[config.mk]
export PLATFORM = sky130hd
export DESIGN_NAME = bfa_ctrl
export DESIGN_NICKNAME = d
export VERILOG_FILES = /design/src/design/bfa_pkg.sv /design/src/design/bfa_ctrl.sv
export SDC_FILE = /design/constraint.sdc
export NUM_CORES = 1
export LEC_CHECK = 0
export ABC_AREA = 1
export BUFFER_PORTS_ARGS = -buffer_cell sky130_fd_sc_hd__buf_2
export CAP_MARGIN = 20
export CORE_AREA = 3 3 40 42
export CTS_CLUSTER_SIZE = 20
export DETAILED_ROUTE_END_ITERATION = 8
export DIE_AREA = 0 0 43 45
export HOLD_SLACK_MARGIN = 0.03
export PLACE_DENSITY = 0.37
export SLEW_MARGIN = 15
export SYNTH_ARGS = -nofsm -noshare
export SYNTH_HDL_FRONTEND = slang
export SYNTH_SLANG_ARGS = --single-unit
[constraint.sdc]
create_clock -name clk_i -period 2.2 [get_ports clk_i]
set_clock_uncertainty 0.2 [all_clocks]
set_input_delay 0.22 -clock clk_i [delete_from_list [all_inputs] [get_ports clk_i]]
set_output_delay 0.22 -clock clk_i [all_outputs]
set_load 0.01 [all_outputs]
[src/design/bfa_pkg.sv]
// Shared types and constants of the bitmap frame allocator.
// Used by the controller, the datapath and the top level; depends on nothing.
`timescale 1ns / 1ps

package bfa_pkg;

  // Map geometry. WORD_BITS is a power of two, so a frame index splits into
  // word and bit fields.
  localparam int MAX_FRAMES  = 4096;
  localparam int FRAME_SHIFT = 12;
  localparam int WORD_BITS   = 32;

  localparam int ADDR_W    = 32;
  localparam int LIM_W     = 13;
  localparam int MAP_WORDS = (MAX_FRAMES + WORD_BITS - 1) / WORD_BITS;
  localparam int WORD_AW   = (MAP_WORDS > 1) ? $clog2(MAP_WORDS) : 1;
  localparam int BIT_W     = $clog2(WORD_BITS);
  localparam int FIDX_W    = WORD_AW + BIT_W;

  // The word summary is searched in groups of GRP words.
  localparam int GRP_W  = 4;
  localparam int GRP    = 1 << GRP_W;
  localparam int NGRP   = (MAP_WORDS + GRP - 1) / GRP;
  localparam int NGRP_W = (NGRP > 1) ? $clog2(NGRP) : 1;
  localparam int SUM_N  = NGRP * GRP;

  localparam logic [LIM_W-1:0] TOTAL_RESET = LIM_W'(4096);

  typedef enum logic [1:0] {
    FUNC_ALLOC    = 2'd0,
    FUNC_FREE     = 2'd1,
    FUNC_RESERVE  = 2'd2,
    FUNC_MARK_ALL = 2'd3
  } func_e;

  typedef enum logic [1:0] {
    STAT_OK    = 2'd0,
    STAT_EMPTY = 2'd1,
    STAT_RANGE = 2'd2
  } status_e;

  typedef struct packed {
    logic load;
    logic scan;
    logic pick;
    logic commit;
  } ctrl_cmd_t;

  typedef struct packed {
    logic out_room;
  } dp_stat_t;

endpackage

[src/design/bfa_ctrl.sv]
// Controller state machine of the frame allocator: sequences accept, scan,
// pick and commit. Depends on bfa_pkg for the command and status structs.
`timescale 1ns / 1ps

module bfa_ctrl (
  input  logic                clk_i,
  input  logic                rst_ni,
  input  logic                in_valid_i,
  output logic                in_ready_o,
  input  bfa_pkg::dp_stat_t   stat_i,
  output bfa_pkg::ctrl_cmd_t  cmd_o
);

  typedef enum logic [1:0] {
    S_IDLE,
    S_SCAN,
    S_PICK,
    S_COMMIT
  } state_e;

  state_e state_q;

  always_ff @(posedge clk_i or negedge rst_ni) begin
    if (!rst_ni) begin
      state_q <= S_IDLE;
    end else begin
      case (state_q)
        S_IDLE: begin
          if (in_valid_i) begin
            state_q <= S_SCAN;
          end
        end
        S_SCAN:   state_q <= S_PICK;
        S_PICK:   state_q <= S_COMMIT;
        S_COMMIT: begin
          // The result can only be written once the output register has room.
          if (stat_i.out_room) begin
            state_q <= S_IDLE;
          end
        end
        default:  state_q <= S_IDLE;
      endcase
    end
  end

  assign in_ready_o    = (state_q == S_IDLE);
  assign cmd_o.load    = (state_q == S_IDLE) && in_valid_i;
  assign cmd_o.scan    = (state_q == S_SCAN);
  assign cmd_o.pick    = (state_q == S_PICK);
  assign cmd_o.commit  = (state_q == S_COMMIT) && stat_i.out_room;

endmodule

==> metrics.csv, run 1 <==
stage,metric,value,unit
run_status,outcome,finished clean,
worst_setup_path,CP Data Arrival Time,1.16,ns
clocking,clock transition at the registers of the reported paths,0.03,ns
worst_setup_path,endpoint kind of the worst setup timing path,output port,
drt,Via density,3.30,
logic_synthesis,sequential area share after synthesis,27.0,%
drt,DRC viols,0,
clocking,post-CTS sizing,0,
drt,Pre-antenna DRT Iters,2,
timing,Final setup viols,0,
final_layout,nets,48,
logic_synthesis,Cells after Synth,26,
clocking,# hold bufs at CTS,1,
die,die area,0.00194,mm2
worst_setup_path,crit-path max cell delay,0.40,ns
timing,Slew HR,90.6,%
die,core area,0.00128,mm2
worst_setup_path,slowest CP cell,dfrtp_1,
logic_synthesis,area fraction of the dominant cell type after synthesis,27.0,%
place,Placed Instances,49,
timing,Final Slew Violations,0,
final_layout,share of layout cells above drive strength 1,36.8,%
power_and_ir_drop,P_leak,0.186,nW
grt,grt ovf,0,
drt,Routed WL per cell,6.74,um
final_layout,"commonest non-fill, non-tap cells in the layout","inv_1, buf_2, nand2_1, ha_1",
final_layout,# diodes,0,
grt,vias in the first global route,168,
logic_synthesis,Synthesis Warnings,0,
worst_setup_path,crit-path max FO,4,
timing,setup ws final,0.619,ns
drt,via count,175,
final_layout,Layout Utilization,21.5,%
timing,Fin. Hold Viols,0,
die,Die Width,43,um
clocking,TritonCTS buffer count,3,
timing,Fin Setup TNS,0,ns
logic_synthesis,Mapped Nets,34,
logic_synthesis,"area leader, netlist",dfrtp_1,
final_layout,Non-Filler Instances,53,
power_and_ir_drop,pwr dens,1320,mW/mm2
worst_setup_path,cell chain of the critical path,inv_1 > ha_1 > nand2_1 > inv_1 > buf_2,
drt,DRT iter0 DRCs,4,
final_layout,Area Growth Syn to Fin,49.3,%
grt,initial antenna violation count,0,
logic_synthesis,Synth Register Bits,2,
logic_synthesis,Synth area leaders,"dfrtp_1, ha_1, inv_1, nand2_1, nand2_2",
final_layout,biggest regs,state_q x2,
place,gpl congestion,0.615,
hold_path,Hold WC Path Type,in2async,
clocking,"Setup Fix Bufs, Post-CTS",0,
place,Port Buffers,8,
drt,final WL,357,um
die,# rows,13,
clocking,CTS tree,done,
timing,Final Cycle Share,71.9,%
final_layout,Top reg by flops,state_q,
worst_setup_path,Crit Reg-Reg Startpoint,state_q[0]$_DFFE_PN0P_,
flow_run,Max-Cap Viols,0,
worst_setup_path,Critical Path Source,state_q[0]$_DFFE_PN0P_,
timing,worst-margin pin slew,0.141,ns
grt,first-pass GRT wire length,683,um
worst_setup_path,startpoint class of the critical path,flip-flop,
worst_setup_path,crit path kind,reg2out,
worst_setup_path,R2R depth,6,
clocking,root buffer cell,clkbuf_4,
worst_setup_path,Worst EP required,1.78,ns
place,Place WS,0.841,ns
timing,unrepaired setup endpoints after global routing,no,
clocking,H-tree depth,1,
worst_setup_path,crit-path most repeated cell,inv_1,
logic_synthesis,synth unique cells,6,
die,# IOs,9,
timing,final worst path period need,1.58,ns
logic_synthesis,"Avg Cell Area, Syn",7.12,um2
power_and_ir_drop,maximum VDD drop,486,uV
power_and_ir_drop,power after layout,365,uW
die,Starting Density,14.4,%
drt,Routed Antenna Nets,0,
clocking,Clock Sinks,2,
grt,largest net degree at the start of global routing,5,
place,detailed placement HPWL,296,um
clocking,Worst-Skew Late Latency,0.23,ns
clocking,Clock Path Buffers,2,
logic_synthesis,Post-Syn Area,185,um2
die,Die Y,45,um
final_layout,max FFs per register,2,
timing,fmax,632,MHz
grt,Total Routing Usage GR,5.50,%
## cells by family (layout without fill, tap and decap cells)
family,Yosys count,after routing,synth area share (%)
fa+ha+maj,4,4,27.0
buf+inv,8,20,16.2
simple gates,12,12,29.7
flops,2,2,27.0
## worst max-delay path, delay by kind of cell (launching register included)
family / cells / cell delay, ns
DFF: 1 / 0.40
buffers and inverters: 3 / 0.24
adders and majority gates: 1 / 0.22
and+or+nand+nor: 1 / 0.06
## metal layers
metal	wire (um)	GRT usage [%]	part of all wire, %
met5	0	0	0
met1	168	5.80	47
met2	160	6.29	45
met3	28	3.59	7.8
met4	0	7.23	0
## worst paths after layout
| kind | to | slack (ns) |
|---|---|---|
| setup / recovery | cmd_o[3] | 0.62 |
| hold / removal | state_q[0]$_DFFE_PN0P_ | 0.11 |
| setup reg to reg | state_q[1]$_DFFE_PN0P_ | 0.92 |
| hold reg to reg | state_q[1]$_DFFE_PN0P_ | 0.33 |
| max in group asynchronous | state_q[1]$_DFFE_PN0P_ | 1.59 |
| min in group clk_i | state_q[1]$_DFFE_PN0P_ | 0.17 |
## synthesized netlist by cell type
cell type  n
inv_1      8
nand2_1    7
ha_1       4
nand2_2    3
dfrtp_1    2
nand3_1    2
## layout make-up
| class | instances | area, um2 |
|---|---|---|
| fillers | 148 | 1010 |
| multi-input cells | 16 | 105 |
| flip-flops and latches | 2 | 50.0 |
| repair buffers | 9 | 50.0 |
| inverters | 8 | 30.0 |
| clock buffers | 3 | 22.5 |
| well taps | 15 | 18.8 |
## report_power, final
part | switching (mW) | internal (mW) | leakage (nW)
Clock | 0.0215 | 0.0602 | 0.0138
Sequential | 0.0200 | 0.0580 | 0.0239
Combinational | 0.118 | 0.0879 | 0.149
## metrics by stage
step           hold slack [ns]  area (um2)
6_report                 0.106         277
5_1_grt                  0.104         277
4_1_cts                 0.0882         277
3_3_place_gp            -0.190         244
3_5_place_dp            -0.192         244
2_1_floorplan           -0.276         185
No activity file was read; power rests on OpenSTA's default activity.
==> run 2: changes to the inputs <==
Settings changed: ABC_AREA 1 to 0.
Clock period 2.2 ns to 1.4 ns, I/O delays scaled along.
==> run 2 against run 1 <==
The run now ends with setup timing left. Critical endpoint unchanged. Critical path type unchanged. Count of clock-buffer cells in the layout stayed put. Total power grew to 2.8 times the previous value. Final cell count did not move. Synthesized cell count down 42%. Final area grew 56%. Sequential power grew 60%. Largest cell class is now non-clock buffers.
==> metrics.csv, run 2 <==
stage,metric,value,unit,change
timing,Slew HR,90.6,%,about the same
worst_setup_path,Crit Reg-Reg Startpoint,state_q[1]$_DFFE_PN0P_,,
timing,setup ws final,-0.128,ns,-0.747 ns
clocking,Worst-Skew Late Latency,0.22,ns,about the same
grt,Total Routing Usage GR,6.41,%,+0.91 points
final_layout,nets,48,,unchanged
power_and_ir_drop,P_leak,0.209,nW,+12%
logic_synthesis,ys async rst share,100,%,unchanged
final_layout,max FFs per register,2,,unchanged
worst_setup_path,slowest CP cell,dfrtp_1,,
final_layout,Area Growth Syn to Fin,148,%,
timing,WHS,0.158,ns,+0.0516 ns
timing,final worst path period need,1.53,ns,
final_layout,# diodes,0,,unchanged
power_and_ir_drop,pwr dens,2370,mW/mm2,+79%
hold_path,Hold WC Path Type,in2reg,,
logic_synthesis,"Avg Cell Area, Syn",11.6,um2,+63%
logic_synthesis,area fraction of the dominant cell type after synthesis,28.8,%,+1.7 points
power_and_ir_drop,internal power,682,uW,+230%
place,Port Buffers,8,,unchanged
logic_synthesis,"area leader, netlist",dfrtp_1,,
worst_setup_path,RR Endpoint,state_q[1]$_DFFE_PN0P_,,
logic_synthesis,most common cell in the netlist,ha_1,,
place,dpl cell area,260,um2,+6.7%
power_and_ir_drop,power after layout,1.02,mW,+180%
logic_synthesis,number of synthesized flops with an enable pin,0,,unchanged
logic_synthesis,Main synth FF type,dfrtp_1,,
clocking,H-tree depth,1,,unchanged
timing,fmax,654,MHz,
final_layout,"commonest non-fill, non-tap cell in the layout",buf_4,,
timing,Final Cycle Share,109,%,
run_status,outcome,finished with violations,,
final_layout,biggest regs,state_q x2,,
worst_setup_path,CP top delay family,flip-flops,,
logic_synthesis,sequential area share after synthesis,28.8,%,+1.7 points
place,detailed placement HPWL,286,um,-3.4%
flow_run,Max-Cap Viols,0,,unchanged
die,# rows,13,,unchanged
final_layout,Non-Filler Instances,53,,unchanged
final_layout,Layout Utilization,33.6,%,+12 points
final_layout,share of layout cells above drive strength 1,84.2,%,+47 points
final_layout,"commonest non-fill, non-tap cells in the layout","buf_4, buf_6, buf_2, ha_4, clkbuf_4",,
logic_synthesis,Cells after Synth,15,,-42%
logic_synthesis,Synth area leaders,"dfrtp_1, ha_1, mux2_4, nor2b_4, inv_1",,
drt,via count,193,,+10%
worst_setup_path,Reg2Reg Setup Slack,-0.12,ns,-1.04 ns
timing,Fin. Hold Viols,0,,unchanged
clocking,clock transition at the registers of the reported paths,0.03,ns,about the same
hold_path,Worst Hold End,state_q[0]$_DFFE_PN0P_,,
grt,initial antenna violation count,0,,unchanged
timing,worst-margin pin slew,0.141,ns,-0.000292 ns
drt,final WL,479,um,+34%
worst_setup_path,R2R depth,5,,-1
drt,DRC viols,0,,unchanged
clocking,root buffer cell,clkbuf_4,,
clocking,CTS tree,done,,
hold_path,hold depth,3,,
worst_setup_path,CP Data Arrival Time,1.19,ns,+0.03 ns
worst_setup_path,crit-path max cell delay,0.39,ns,about the same
timing,unrepaired setup endpoints after global routing,yes,,
clocking,Clock Path Buffers,2,,unchanged
place,Placed Instances,41,,-16%
clocking,TritonCTS buffer count,3,,unchanged
logic_synthesis,Post-Syn Area,174,um2,-6.1%
power_and_ir_drop,Clock power frac,12.4,%,-10 points
clocking,Clock Sinks,2,,unchanged
final_layout,final instance area,432,um2,+56%
grt,first-pass GRT wire length,876,um,+28%
grt,largest net degree at the start of global routing,5,,unchanged
logic_synthesis,Post-synth top cells,"ha_1, inv_1, dfrtp_1",,
worst_setup_path,cell chain of the critical path,inv_2 > ha_4 > buf_6 > and2_1 > buf_2,,
grt,grt ovf,0,,unchanged
grt,vias in the first global route,205,,+22%
power_and_ir_drop,Reg power frac,12.2,%,-9.1 points
die,core area,0.00128,mm2,unchanged
timing,Final Slew Violations,0,,unchanged
die,Starting Density,13.5,%,-0.88 points
timing,Final setup viols,7,,+7
drt,Routed WL per cell,9.04,um,+34%
run_status,failing checks,setup timing,,
logic_synthesis,Synthesis Warnings,0,,unchanged
worst_setup_path,Critical Path Source,state_q[1]$_DFFE_PN0P_,,
power_and_ir_drop,combinational share of power,75.4,%,+19 points
drt,DRT iter0 DRCs,1,,-3
final_layout,Filler Cells Inserted,131,,-11%
worst_setup_path,Buffers & Inverters on Critical Path,3,,unchanged
drt,Via density,3.64,,+10%
die,Die Width,43,um,unchanged
hold_path,hold_sp,stat_i,,
worst_setup_path,startpoint class of the critical path,flip-flop,,
worst_setup_path,crit path kind,reg2out,,
place,gpl congestion,0.703,,+14%
worst_setup_path,Worst EP required,1.06,ns,-0.72 ns
power_and_ir_drop,NetSw,340,uW,+110%
die,die area,0.00194,mm2,unchanged
logic_synthesis,synth unique cells,9,,+3
worst_setup_path,endpoint kind of the worst setup timing path,output port,,
logic_synthesis,Synth Register Bits,2,,unchanged
final_layout,Top reg by flops,state_q,,
timing,Fin Setup TNS,-0.702,ns,-0.702 ns
worst_setup_path,crit-path max FO,3,,-1
die,# IOs,9,,unchanged
drt,Pre-antenna DRT Iters,2,,unchanged
drt,Routed Antenna Nets,0,,unchanged
power_and_ir_drop,maximum VDD drop,814,uV,+68%
die,Die Y,45,um,unchanged
place,Place WS,-0.0984,ns,-0.939 ns
logic_synthesis,Mapped Nets,23,,-32%
power_and_ir_drop,switch share,33.3,%,-10 points
[run 2: metal layers]
layer | GRT usage, % | wire, um
met1 | 6.75 | 203
met2 | 9.28 | 218
met3 | 4.78 | 57
met4 | 3.61 | 0
met5 | 0 | 0
[run 2: layout make-up]
type                            count  area, um2  area share [%]
Timing Repair Buffer               20        168            38.8
Tap cell                           15       18.8            4.35
Sequential cell                     2       50.0            11.6
Clock buffer                        3       22.5            5.22
Multi-Input combinational cell     10        161            37.4
Inverter                            3       11.3            2.61
[run 2: how the worst max path moves through the flow]
| stage | cells after the start | slack, ns | to |
|---|---|---|---|
| 6_report | 5 | -0.13 | cmd_o[3] |
| 4_1_cts | 5 | -0.14 | cmd_o[3] |
| 5_1_grt | 5 | -0.17 | cmd_o[3] |
| 3_3_place_gp | 4 | -0.07 | state_q[1]$_DFFE_PN0P_ |
| 3_5_place_dp | 4 | -0.1 | state_q[1]$_DFFE_PN0P_ |
| 2_1_floorplan | 4 | -0.04 | state_q[1]$_DFFE_PN0P_ |
[run 2: cell families (layout without fill, tap and decap cells)]
family,after synthesis,in the layout,share of synthesized area [%]
muxes,1,1,8.63
AOI/OAI and AO/OA,2,2,11.5
and+or+nand+nor,3,3,15.8
buffers and inverters,3,26,6.47
adders and majority gates,4,4,28.8
DFF,2,2,28.8
[run 2: power by group through the flow]
stage	clock, mW	combinational [mW]	sequential, mW
after detailed placement	0	0.411	0.126
after CTS	0.137	0.661	0.124
after global placement	0	0.407	0.124
after global routing	0.142	0.845	0.127
final	0.126	0.771	0.125
after floorplan	0	0.259	0.118
[run 2: worst reg2reg max path, delay by kind of cell (launching register included)]
| kind | cells | cell delay [ns] |
|---|---|---|
| DFF | 1 | 0.39 |
| muxes | 1 | 0.31 |
| adders and majority gates | 1 | 0.16 |
| buffers and inverters | 2 | 0.21 |
| AOI/OAI and AO/OA | 1 | 0.13 |
[run 2: repair_timing]
action | CTS | global route
hold endpoints to repair | 2 | 0
buffers inserted | 5 | 4
hold buffers | 2 | 0
gates cloned | 0 | 0
pin swaps | 2 | 2
gates resized for setup | 14 | 1
endpoints found under the setup margin | 5 | 7
